File: config.mk
export PLATFORM = sky130hd
export DESIGN_NAME = pfgr_ctrl
export DESIGN_NICKNAME = d
export VERILOG_FILES = /design/src/assert_macros.svh /design/src/pfgr_pkg.sv /design/src/pfgr_ctrl.sv
export SDC_FILE = /design/constraint.sdc
export NUM_CORES = 1
export LEC_CHECK = 0
export ABC_AREA = 1
export ABC_CLOCK_PERIOD_IN_PS = 1900
export BUFFER_PORTS_ARGS = -buffer_cell sky130_fd_sc_hd__buf_4
export CAP_MARGIN = 20
export CORE_AREA = 4 4 41 43
export CTS_BUF_LIST = sky130_fd_sc_hd__clkbuf_4
export DETAILED_ROUTE_END_ITERATION = 16
export DIE_AREA = 0 0 45 47
export PLACE_DENSITY = 0.8
export SLEW_MARGIN = 30
export SYNTH_ARGS = -nofsm -noshare
export SYNTH_HDL_FRONTEND = slang
export SYNTH_SLANG_ARGS = --single-unit
File: constraint.sdc
create_clock -name clk -period 1.9 [get_ports clk]
set_input_delay 0.57 -clock clk [delete_from_list [all_inputs] [get_ports clk]]
set_output_delay 0.57 -clock clk [all_outputs]
set_load 0.01 [all_outputs]
File: src/assert_macros.svh
// Assertion macros shared by the RTL of the glyph renderer.
// Depends on nothing; included by files that carry concurrent checks.
`ifndef ASSERT_MACROS_SVH
`define ASSERT_MACROS_SVH
`ifndef SYNTHESIS
// same-cycle implication
`define ASSERT_IMP(lbl, clk, rst_n, ante, cons) \
	lbl: assert property (@(posedge clk) disable iff (!(rst_n)) (ante) |-> (cons)) \
	else $error("check failed");
// next-cycle implication
`define ASSERT_NEXT(lbl, clk, rst_n, ante, cons) \
	lbl: assert property (@(posedge clk) disable iff (!(rst_n)) (ante) |=> (cons)) \
	else $error("check failed");
`else
`define ASSERT_IMP(lbl, clk, rst_n, ante, cons)
`define ASSERT_NEXT(lbl, clk, rst_n, ante, cons)
`endif
`endif

File: src/pfgr_pkg.sv
// Shared constants, types and font ROM for the page framebuffer glyph renderer.
// Depends on nothing; used by the controller, datapath and top level.
package pfgr_pkg;

	localparam int PANEL_WIDTH  = 128;
	localparam int PANEL_HEIGHT = 64;
	localparam int PAGE_COUNT   = (PANEL_HEIGHT + 7) / 8;
	localparam int STORE_BYTES  = PANEL_WIDTH * PAGE_COUNT;
	localparam int ADDR_W       = $clog2(STORE_BYTES);
	localparam int GLYPH_COLS   = 5;
	localparam int GLYPH_STEPS  = 2 * GLYPH_COLS;
	localparam int IN_TDATA_W   = 40;

	localparam logic [3:0] SPACE_SLOT = 4'd11;

	typedef enum logic [1:0] {
		KIND_PIXEL = 2'd0,
		KIND_GLYPH = 2'd1,
		KIND_FILL  = 2'd2,
		KIND_READ  = 2'd3
	} kind_t;

	typedef enum logic [2:0] {
		OP_NONE  = 3'd0,
		OP_PIXEL = 3'd1,
		OP_GLYPH = 3'd2,
		OP_FILL  = 3'd3,
		OP_CLEAR = 3'd4,
		OP_READ  = 3'd5
	} op_t;

	typedef struct packed {
		op_t  op;
		logic load_item;
		logic cnt_clr;
		logic cnt_inc;
		logic out_load;
	} cmd_t;

	typedef struct packed {
		logic glyph_last;
		logic store_last;
		logic out_busy;
	} sts_t;

	// 5x7 font, one byte per column, bit j is glyph row j
	localparam logic [7:0] GLYPH_ROM [0:15][0:4] = '{
		'{8'h3E, 8'h51, 8'h49, 8'h45, 8'h3E},
		'{8'h00, 8'h42, 8'h7F, 8'h40, 8'h00},
		'{8'h42, 8'h61, 8'h51, 8'h49, 8'h46},
		'{8'h21, 8'h41, 8'h45, 8'h4B, 8'h31},
		'{8'h18, 8'h14, 8'h12, 8'h7F, 8'h10},
		'{8'h27, 8'h45, 8'h45, 8'h45, 8'h39},
		'{8'h3C, 8'h4A, 8'h49, 8'h49, 8'h30},
		'{8'h01, 8'h71, 8'h09, 8'h05, 8'h03},
		'{8'h36, 8'h49, 8'h49, 8'h49, 8'h36},
		'{8'h06, 8'h49, 8'h49, 8'h29, 8'h1E},
		'{8'h00, 8'h36, 8'h36, 8'h00, 8'h00},
		'{8'h00, 8'h00, 8'h00, 8'h00, 8'h00},
		'{8'h7F, 8'h40, 8'h40, 8'h40, 8'h00},
		'{8'h3E, 8'h40, 8'h40, 8'h3E, 8'h00},
		'{8'h63, 8'h14, 8'h08, 8'h14, 8'h63},
		'{8'h00, 8'h60, 8'h60, 8'h00, 8'h00}
	};

	// Map a character code to its font slot; unknown codes draw a space
	function automatic logic [3:0] glyph_slot(input logic [7:0] code);
		logic [3:0] slot;
		slot = SPACE_SLOT;
		if (code >= 8'h30 && code <= 8'h39) begin
			slot = 4'(code - 8'h30);
		end else begin
			unique case (code)
				8'h3A: slot = 4'd10;
				8'h20: slot = 4'd11;
				8'h4C: slot = 4'd12;
				8'h75: slot = 4'd13;
				8'h78: slot = 4'd14;
				8'h2E: slot = 4'd15;
				default: slot = SPACE_SLOT;
			endcase
		end
		return slot;
	endfunction

endpackage

File: src/pfgr_ctrl.sv
// Controller state machine of the glyph renderer: sequences each item.
// Depends on pfgr_pkg; drives the datapath through cmd_t, watches sts_t.
module pfgr_ctrl (
	input  logic               clk,
	input  logic               arst_n,
	input  logic               in_valid,
	input  logic [1:0]         in_kind,
	output logic               in_ready,
	input  pfgr_pkg::sts_t     sts,
	output pfgr_pkg::cmd_t     cmd
);

	typedef enum logic [6:0] {
		ST_CLEAR = 7'b0000001,
		ST_IDLE  = 7'b0000010,
		ST_PIXEL = 7'b0000100,
		ST_GLYPH = 7'b0001000,
		ST_FILL  = 7'b0010000,
		ST_READ  = 7'b0100000,
		ST_LOAD  = 7'b1000000
	} state_t;

	state_t state_q;
	state_t state_d;

	assign in_ready = (state_q == ST_IDLE);

	// Next state and datapath commands
	always_comb begin
		state_d       = state_q;
		cmd.op        = pfgr_pkg::OP_NONE;
		cmd.load_item = 1'b0;
		cmd.cnt_clr   = 1'b0;
		cmd.cnt_inc   = 1'b0;
		cmd.out_load  = 1'b0;
		unique case (state_q)
			ST_CLEAR: begin
				cmd.op      = pfgr_pkg::OP_CLEAR;
				cmd.cnt_inc = 1'b1;
				if (sts.store_last) begin
					state_d = ST_IDLE;
				end
			end
			ST_IDLE: begin
				if (in_valid) begin
					cmd.load_item = 1'b1;
					cmd.cnt_clr   = 1'b1;
					unique case (pfgr_pkg::kind_t'(in_kind))
						pfgr_pkg::KIND_PIXEL: state_d = ST_PIXEL;
						pfgr_pkg::KIND_GLYPH: state_d = ST_GLYPH;
						pfgr_pkg::KIND_FILL:  state_d = ST_FILL;
						pfgr_pkg::KIND_READ:  state_d = ST_READ;
						default:              state_d = ST_IDLE;
					endcase
				end
			end
			ST_PIXEL: begin
				cmd.op  = pfgr_pkg::OP_PIXEL;
				state_d = ST_IDLE;
			end
			ST_GLYPH: begin
				cmd.op      = pfgr_pkg::OP_GLYPH;
				cmd.cnt_inc = 1'b1;
				if (sts.glyph_last) begin
					state_d = ST_IDLE;
				end
			end
			ST_FILL: begin
				cmd.op      = pfgr_pkg::OP_FILL;
				cmd.cnt_inc = 1'b1;
				if (sts.store_last) begin
					state_d = ST_IDLE;
				end
			end
			ST_READ: begin
				// wait for the output register to drain before reading
				if (!sts.out_busy) begin
					cmd.op  = pfgr_pkg::OP_READ;
					state_d = ST_LOAD;
				end
			end
			ST_LOAD: begin
				cmd.out_load = 1'b1;
				state_d      = ST_IDLE;
			end
			default: begin
				state_d = ST_IDLE;
			end
		endcase
	end

	// Hold state; start with a clearing sweep after reset
	always_ff @(posedge clk or negedge arst_n) begin
		if (!arst_n) begin
			state_q <= ST_CLEAR;
		end else begin
			state_q <= state_d;
		end
	end

endmodule

==> Yosys cells after proc, flatten, opt, wreduce, memory -nomap -nowiden <==
Index checks and enable logic that the tools add are counted.
{ "word_totals": {"input_bits": 8, "regBits": 7, "output_inout_bits": 8, "elab_cells": 31} }
{ "classes": {"n_eq_ne": 14, "reduce_logical": 4, "mux": 12} }
{ "ops": {"columns": ["operator", "n"], "rows": [
  ["$pmux 7 s4", 2],
  ["$mux 7", 4],
  ["$pmux 3 s5", 1],
  ["$eq 7x1->1 const B", 1],
  ["$eq 7x2->1 const B", 1],
  ["$eq 7x3->1 const B", 1],
  ["$eq 7x4->1 const B", 1],
  ["$eq 7x5->1 const B", 1],
  ["$eq 7x6->1 const B", 1],
  ["$eq 7x7->1 const B", 1],
  ["$ne 2x2->1 const B", 3],
  ["$eq 2x2->1 const B", 2],
  ["$mux 2", 2],
  ["$reduce_and 4->1", 1],
  ["$mux 3", 1],
  ["$reduce_or 3->1", 1],
  ["$eq 2x1->1 const B", 1],
  ["$logic_not 2->1", 1],
  ["$mux 1", 2],
  ["$ne 2x1->1 const B", 1],
  ["$reduce_or 2->1", 1]
]} }

==> Longest topological paths before layout <==
Gate-level depths: netlist of run 1.
{ "logic_depth": {"word_depth": 4, "depth_mapped": 9, "depth_no_buf": 9} }

==> Worst setup path before layout of run 1 <==
No wires, ideal clock.
{ "synth_path": {"path_kind": "reg2out", "startpoint": "reg state_q[5]", "endpoint": "out cmd[3] (netlist name)", "arrival_time_ps": 1179, "path_stages_with_launch": 5, "required_time_ps": 1330, "path_buffers": 1, "slack_ps": 151, "path_cell_list": "dfrtp_1 > nor2_1 > nand2_1 > nor3_1 > buf_4"} }
{ "synth_rtl": {"columns": ["item", "line", "rtl"], "rows": [
  ["from (decl)", "pfgr_ctrl.sv:23", "state_t state_q;"],
  ["from (signal assigned)", "pfgr_ctrl.sv:97", "state_q <= state_d;"],
  ["to (decl)", "pfgr_ctrl.sv:10", "output pfgr_pkg::cmd_t cmd"]
]} }

==> results of run 1 <==
## power groups by stage
stage               Sequential, mW  Clock [mW]  Combinational [mW]
floorplan                    0.237           0               0.498
global placement             0.242           0               0.665
detailed placement           0.246           0               0.679
CTS                          0.245       0.150               0.741
global route                 0.255       0.157                1.00
finish                       0.251       0.151               0.921
## repair_timing
| item | 4_1_cts | 5_1_grt |
|---|---|---|
| pin swaps | 1 | 8 |
| endpoints found under the setup margin | 5 | 12 |
| setup buffers | 6 | 5 |
| resized for setup | 5 | 12 |
## logic make-up (layout without fill, tap and decap cells)
group | after synthesis | in the layout | synth area share
AO/OA/AOI/OAI | 1 | 1 | 0.0154
flip-flops | 7 | 7 | 0.309
buffers and inverters | 16 | 45 | 0.112
AND/OR/NAND/NOR | 60 | 60 | 0.564
## worst register-to-register path, cell delays in order (launching register included)
cell and delay, ns:
sky130_fd_sc_hd__dfrtp_1 0.42, sky130_fd_sc_hd__inv_1 0.13, sky130_fd_sc_hd__nand2_4 0.07, sky130_fd_sc_hd__nor2_4 0.12
sky130_fd_sc_hd__nand2_2 0.08, sky130_fd_sc_hd__buf_4 0.14, sky130_fd_sc_hd__buf_4 0.12, sky130_fd_sc_hd__buf_4 0.12
sky130_fd_sc_hd__buf_4 0.12, sky130_fd_sc_hd__buf_4 0.12, sky130_fd_sc_hd__nand2_2 0.07, sky130_fd_sc_hd__nand2_4 0.08
sky130_fd_sc_hd__nand3_2 0.09, sky130_fd_sc_hd__nand2_1 0.05, sky130_fd_sc_hd__nand2_1 0.05
## metrics by stage
stage               total power, mW  instances  setup WS, ns
detailed placement            0.925        113         0.165
CTS                            1.14        123       -0.0250
floorplan                     0.735         84         0.151
global route                   1.41        128        -0.125
global placement              0.907        113         0.170
finish                         1.32        128       -0.0641
## cells in the mapped netlist
cell type / n / area, um^2
sky130_fd_sc_hd__nand3_1: 10 / 50.1
sky130_fd_sc_hd__nand2_2: 6 / 37.5
sky130_fd_sc_hd__buf_4: 1 / 7.51
sky130_fd_sc_hd__a21oi_2: 1 / 8.76
sky130_fd_sc_hd__nand2_1: 18 / 67.6
sky130_fd_sc_hd__dfrtp_1: 6 / 150
sky130_fd_sc_hd__nand2_4: 2 / 22.5
sky130_fd_sc_hd__inv_1: 11 / 41.3
sky130_fd_sc_hd__dfstp_2: 1 / 26.3
sky130_fd_sc_hd__nand4_1: 1 / 6.26
sky130_fd_sc_hd__inv_2: 4 / 15.0
sky130_fd_sc_hd__nor4_1: 1 / 6.26
sky130_fd_sc_hd__nor2_2: 2 / 12.5
sky130_fd_sc_hd__nor3_1: 2 / 10.0
sky130_fd_sc_hd__nor2_1: 12 / 45.0
sky130_fd_sc_hd__nor2_4: 3 / 33.8
sky130_fd_sc_hd__nand3_2: 3 / 30.0
## routing by layer
metal	track usage	vias to the layer above	share of wire
li1	-	321	-
met1	0.154	276	0.40
met2	0.268	27	0.50
met3	0.0230	7	0.064
met4	0.0877	0	0.031
met5	0	-	0
## how the worst min path moves through the flow
stage	from	endpoint	slack [ns]	cells after the start
detailed placement	arst_n	state_q[3]	0.39	1
CTS	arst_n	state_q[3]	0.12	1
finish	arst_n	state_q[3]	0.11	1
global route	arst_n	state_q[3]	0.12	1
global placement	arst_n	state_q[1]	0.38	1
floorplan	arst_n	state_q[1]	0.27	0
## area by class of cell
| type | count | share of cell area |
|---|---|---|
| inverter | 15 | 0.0650 |
| sequential | 7 | 0.204 |
| multi-input combinational | 61 | 0.441 |
| tap | 15 | 0.0217 |
| clock buffer | 4 | 0.0347 |
| timing repair buffer | 26 | 0.234 |
## cell usage in the layout (no fill, tap or decap), drive strengths merged
cell    netlist  routed
inv          15      15
buf           1      26
nor3          2       2
clkbuf        0       4
a21oi         1       1
nor2         17      17
dfrtp         6       6
nand4         1       1
nand3        13      13
nand2        26      26
dfstp         1       1
nor4          1       1
==> results, run 1 <==
- The flow ran to the end, but the final reports show violations.
- The checks that failed: negative setup slack.
- The global-route wire length before repair is around 2200 um.
- The I/O pin total is 16.
- The critical path goes through nor2_2 > nand3_2 > nor3_4 > buf_4.
- In this run the remaining antenna-violating nets after routing total 0.
- The worst path required time is around 1.3 ns.
- The total count of hold-check failures in the final report is 0.
- Row generation in the floorplan step produced 13 rows.
- The final design utilization is 0.665.
- For this design the static power due to leakage is approximately 0.51 nW.
- Each instance of the synthesized netlist takes up on average 6.79 um^2.
- The register area share after synthesis is 0.309.
- The switching power is between 600 and 700 uW.
- Port buffering added 15 buffers.
- The number of clock sinks is 7.
- The type of the most critical hold path is input pin to asynchronous set/reset pin.
- The number of antenna diodes in the final layout is 0.
- Across the run, the number of max-cap violations was 0.
- Derived from the worst setup path, the maximum achievable clock frequency is around 510 MHz.
- Power spread over the standard cell area amounts to approximately 1500 mW/mm^2.
- The DRC violation count after routing is 0.
- The worst stage delay on the critical path is between 0.4 and 0.5 ns.
- The part of the total power dissipated in sequential elements is 0.190.
- The placeable core region is about 0.0013 mm^2.
- The signed area change from the synthesized netlist to the final layout is 51.8%.
- The worst supply voltage drop on vdd is between 0.0009 and 0.001 V.
- The number of antenna violations at the first check in global routing is 0.
- The total global routing overflow is 0.
- The count of H-tree levels built during CTS is 1.
- The cts-stage hold buffer count is 0.
- For the final routed database, the setup TNS stands at -0.189 ns.
- Of the total power, the clock network draws 0.114.
- The first-pass iteration count of the detailed router is 4.
- Internal power comes to around 700 uW.
- The flip-flop count of the largest register after layout is 7.
- The total standard cell area after synthesis is 571 um^2.
- The part of the cycle the worst path needs is 1.03.
- The critical setup path kind is register to primary output.
- The worst register-to-register path begins at state_q[1].
- The relative max-transition margin is 0.835.
- The number of buffer and inverter stages on the critical path is 1.
- The finished cells cover a little under 900 um^2.
- The cell type group with the largest total delay on the critical path is simple AND/OR/NAND/NOR gates.
- The die covers roughly 0.0021 mm^2.
- The final setup slack of the worst path is -0.0641 ns.
- Final hold analysis gives a worst-case slack of roughly 0.11 ns.
- The net count of the finished layout is approximately 120.
- The area of combinational cells with multiple inputs is between 300 and 400 um^2.
- In the final layout, flip-flops and latches occupy roughly 180 um^2.
- TritonCTS built the clock tree.
- Following the worst setup path forward leads to its endpoint at cmd[3].
- STA classifies the critical path endpoint as a primary output.
- The post-synthesis instance total is 84.
- The tree is rooted in a sky130_fd_sc_hd__clkbuf_4.
- The worst register-to-register path has a depth of 14.
- The die height is ~47 um.
- The number of nets handed over by synthesis was 92.
- In the global route stage, overall resource usage came out at 0.145.
- For this block, the initial DRC count from the detailed router was 19.
- The register with the most flip-flops is state_q.
- The number of distinct library cell variants in the gate-level netlist after synthesis is 17.
- The initial core utilization is 0.438.
- The clock buffer count from CTS is 3.
- Counting along the longest clock path gives a buffer depth of 2.
- The clock latency on the worst-skew pair is roughly 0.25 ns.
- Dividing the detail-routed via count by the number of cells gives a little under 5.
- The width of the chip is ~45 um.
- The total via count after detailed routing is roughly 630.
- The setup check on the worst reg-to-reg path leaves a slack of 0.07 ns.
- Of the total power, the share spent switching nets is 0.476.
- In this run the worst path has a maximum fanout of 3.
- The synthesized design contains 7 register bits.
- The share of final-layout standard cells stronger than drive strength 1 is 0.558.
- After detailed placement, the total cell area comes to slightly below 700 um^2.
- The launch point of the critical path is state_q[3].
- In the final layout, the registers with the most flip-flops are state_q: 7 flops.
- Entering global routing, the biggest net connects 8 pins.
- The clock-pin transition on the worst setup and hold timing paths is approximately 0.050 ns.
- The post-DP HPWL is around 1100 um.
- The number of global-route vias before repair is between 500 and 600.
- The cell with the largest stage delay on the worst path is sky130_fd_sc_hd__dfrtp_1.
- The post-detailed-route wirelength per cell is roughly 12 um.
- Setup repair after global routing could not meet its margin everywhere.
- The kind of start point of the critical path is a register.
- The clock period minus worst slack is 1.96 ns.
- The final max-slew violation count was 0.
- The wire length reported by the detailed router is around 1500 um.
- Data arrives at the worst endpoint at 1.39 ns.
- The final setup violation count is 6.
- For this run, the number of Yosys warnings is 0.
- At the pin with the least slew margin, the transition time is around 0.24 ns.
- The critical path runs through a total of 4 cells.
- The layout has between 100 and 150 filler cells.
- The endpoint of the most critical register-to-register path is state_q[4].
- The final RePlAce weighted congestion is 0.736.
- The clock tree skew after final layout is 0.00586 ns.
- The share of total power dissipated in combinational logic is 0.696.
Power figures use the tool's default switching activity.
==> inputs of run 2 (changes only) <==
--- a/config.mk
+++ b/config.mk
@@ -9,11 +9,12 @@
 export ABC_CLOCK_PERIOD_IN_PS = 1900
 export BUFFER_PORTS_ARGS = -buffer_cell sky130_fd_sc_hd__buf_4
 export CAP_MARGIN = 20
-export CORE_AREA = 4 4 41 43
+export CORE_AREA = 2 2 39 41
 export CTS_BUF_LIST = sky130_fd_sc_hd__clkbuf_4
 export DETAILED_ROUTE_END_ITERATION = 16
-export DIE_AREA = 0 0 45 47
+export DIE_AREA = 0 0 41 43
 export PLACE_DENSITY = 0.8
+export SKIP_CTS_REPAIR_TIMING = 1
 export SLEW_MARGIN = 30
 export SYNTH_ARGS = -nofsm -noshare
 export SYNTH_HDL_FRONTEND = slang
==> run 2 against run 1 <==
- the run still ends with negative setup slack left
- critical path depth up 2
- hold slack better by 0.0011 ns
- combinational power down 10%
- global-route usage up 2.0 points
- cell count down 3.9%
- clock power about the same
- die area down 17%
- via count down 4.0%
- largest cell class unchanged
==> results, run 2 (synthesized netlist as in run 1, its figures left out) <==
- The flow ran to the end, but the final reports show violations.
- The checks that failed: negative setup slack.
- In the global route stage, overall resource usage came out at 0.165.
- The sort of element at the end of the critical path is a primary output.
- The share of total power dissipated in sequential elements is 0.204.
- The worst supply voltage drop on vdd is roughly 0.00073 V.
- The floorplan step defined a die boundary enclosing roughly 0.0018 mm^2.
- The number of global-route vias before repair is roughly 500.
- The number of buffer and inverter stages on the critical path is 2.
- The number of routed nets with antenna violations is 0.
- The power after layout is around 1.2 mW.
- Once routing completed, OpenROAD measured the worst setup slack at -0.0425 ns.
- TritonCTS built the clock tree.
- Timing would allow up to roughly 500 MHz.
- The worst path in the final design needs a cycle of between 1.5 and 2 ns, including I/O delays and setup.
- The final-layout worst hold slack is 0.115 ns.
- The share of final-layout standard cells stronger than drive strength 1 is 0.505.
- The switching portion of total power is 0.465.
- The leakage power of the design is roughly 0.47 nW.
- CTS placed an instance of sky130_fd_sc_hd__clkbuf_4 at the clock tree root.
- The post-detailed-route wirelength per cell is roughly 11 um.
- In the final layout, the registers with the most flip-flops are state_q: 7 flops.
- The finished cells cover 782 um^2.
- The first global-routing pass estimated between 1500 and 2000 um of wire.
- The relative max-transition margin is 0.835.
- Counting flops per register, the top entry is state_q.
- Leaving out fill and tap cells, the most frequent cell in the layout is sky130_fd_sc_hd__buf_4.
- The count of input and output buffers is 15.
- The wire length reported by the detailed router is around 1300 um.
- The met1 track utilization from global routing is 0.179.
- The actual slew at the worst max-slew pin is approximately 0.24 ns.
- After the first detailed-routing iteration, the DRC count stood at 15.
- The maximum number of pins on one net before global-route repair is 8.
- The count of H-tree levels built during CTS is 1.
- For this configuration, the core starts out at a cell density of 0.412.
- The combinational share of power is 0.674.
- Adding up every negative setup slack in the final design gives -0.0447 ns.
- The slowest stage of the critical path belongs to the cell sky130_fd_sc_hd__dfrtp_1.
- Clock tree synthesis inserted a total of 3 buffers.
- For this run, global-route usage on met3 was measured as 0.0157.
- The total of fill cells in the finished design is between 100 and 150.
- In this run the cell area measured after placement is approximately 700 um^2.
- The number of antenna violations at the first check in global routing is 0.
- The cell family contributing the most delay on the critical path is simple AND/OR/NAND/NOR gates.
- Global routing finished with a remaining overflow of 0.
- The final max-slew violation count was 0.
- The I/O pin total is 16.
- From synthesis to final layout, the design area changed by 37.1%.
- The clock share of power is 0.122.
- The die is between 40 and 50 um tall.
- The setup path with the least slack is of type register to primary output.
- Once layout is complete, the utilization of the core stands at 0.565.
- The standard-cell row count is 14.
- The switching power is ~570 uW.
- Detailed placement ended at an HPWL of 1000 um.
- The arrival time of the worst setup path is approximately 1.4 ns.
- The worst setup path is launched from a register.
- The width of the chip is 41 um.
- The placeable core region is 0.00138 mm^2.
- The DRC violation count after routing is 0.
- The number of antenna diodes in the final layout is 0.
- The total count of hold-check failures in the final report is 0.
- The number of clock sinks is 7.
- The post-layout instance count excluding filler cells is between 100 and 150.
- In the global route stage, met2 resource usage came out at 0.275.
- In this run the worst hold path is classified as input pin to asynchronous set/reset pin.
- The most crowded layer after global routing is met2.
- The clock latency on the worst-skew pair is about 0.25 ns.
- The count of maximum capacitance violations is 0.
- On the worst path, the slowest cell contributes a delay of 0.42 ns.
- Timing analysis after detailed placement gives a worst setup slack of about 0.22 ns.
- The register with the most flip-flops in the layout has 7 of them.
- The final setup violation count is 2.
- The critical path goes through inv_2 > nand2_2 > nor2_4 > nand4_1 > nand3_1 > buf_4.
- Internal power comes to about 660 uW.
- The part of the cycle the worst path needs is 1.02.
- Clock-pin slew was measured on the worst setup and hold paths at 0.06 ns.
- In this run the worst path has a maximum fanout of 5.
- The top cell types in the final layout, fill and taps aside, are sky130_fd_sc_hd__buf_4 (20), sky130_fd_sc_hd__nand2_1 (16), sky130_fd_sc_hd__inv_1 (10), sky130_fd_sc_hd__nand3_1 (10), sky130_fd_sc_hd__nor2_1 (9).
- The pre-antenna-repair detailed-routing pass consisted of 4 iterations.
- Setup repair after global routing could not meet its margin everywhere.
- Power spread over the standard cell area amounts to around 1600 mW/mm^2.
- The clock tree skew after final layout is between 0.007 and 0.008 ns.
- The number of buffers on the longest clock path is 2.
- Once placement completed, the tool counted placed cells totaling ~110.
- The final RePlAce weighted congestion is between 0.7 and 0.8.
- The net count of the finished layout is around 120.
- The via density per instance is ~4.9.
- At the worst endpoint, the required time is 1.33 ns.
- The detailed router placed just over 600 vias in this run.
[run 2: changes by cell type in the layout (fill, tap and decap cells not counted), moves of 2 or more]
cell                      previous run  this run
sky130_fd_sc_hd__nor2_4              5         3
sky130_fd_sc_hd__buf_4              24        20
sky130_fd_sc_hd__nand2_1            14        16
sky130_fd_sc_hd__buf_6               2         0
[run 2: worst reg2reg max path, stage by stage, from the launching register on]
cell and delay, ns:
sky130_fd_sc_hd__dfrtp_1 0.41, sky130_fd_sc_hd__nor2_2 0.13, sky130_fd_sc_hd__nand3_1 0.16, sky130_fd_sc_hd__nor2_4 0.19, sky130_fd_sc_hd__buf_4 0.13, sky130_fd_sc_hd__buf_4 0.09, sky130_fd_sc_hd__nand2_1 0.04, sky130_fd_sc_hd__nor2_1 0.07
sky130_fd_sc_hd__nand3_1 0.08, sky130_fd_sc_hd__nand2_1 0.06
[run 2: path summary, 6_finish.rpt]
path / startpoint / end / slack (ns) / depth (start not counted)
setup / recovery: state_q[4] / cmd[4] / -0.04 / 6
hold / removal: arst_n / state_q[5] / 0.11 / 1
setup reg to reg: state_q[2] / state_q[3] / 0.48 / 9
hold reg to reg: state_q[4] / state_q[4] / 0.58 / 2
max in group asynchronous: arst_n / state_q[0] / 1.57 / 1
min in group clk: state_q[4] / state_q[4] / 0.58 / 2
[run 2: cell type report]
type | count | area, um^2 | share of cell area
flip-flops and latches | 7 | 178 | 0.227
multi-input cells | 61 | 348 | 0.445
clock buffers | 4 | 30.0 | 0.0384
repair buffers | 20 | 150 | 0.192
well taps | 16 | 20.0 | 0.0256
inverters | 15 | 56.3 | 0.0720
[run 2: power by group through the flow]
stage | Clock [mW] | Combinational (mW) | Sequential (mW)
2_1_floorplan | 0 | 0.498 | 0.237
3_3_place_gp | 0 | 0.663 | 0.244
3_5_place_dp | 0 | 0.676 | 0.245
4_1_cts | 0.156 | 0.681 | 0.244
5_1_grt | 0.161 | 0.908 | 0.255
6_report | 0.149 | 0.825 | 0.250
[run 2: routing by layer]
| layer | vias to the layer above | share of wire |
|---|---|---|
| li1 | 305 | - |
| met1 | 277 | 0.38 |
| met2 | 22 | 0.56 |
| met3 | 2 | 0.050 |
| met4 | 0 | 0.0060 |
| met5 | - | 0 |
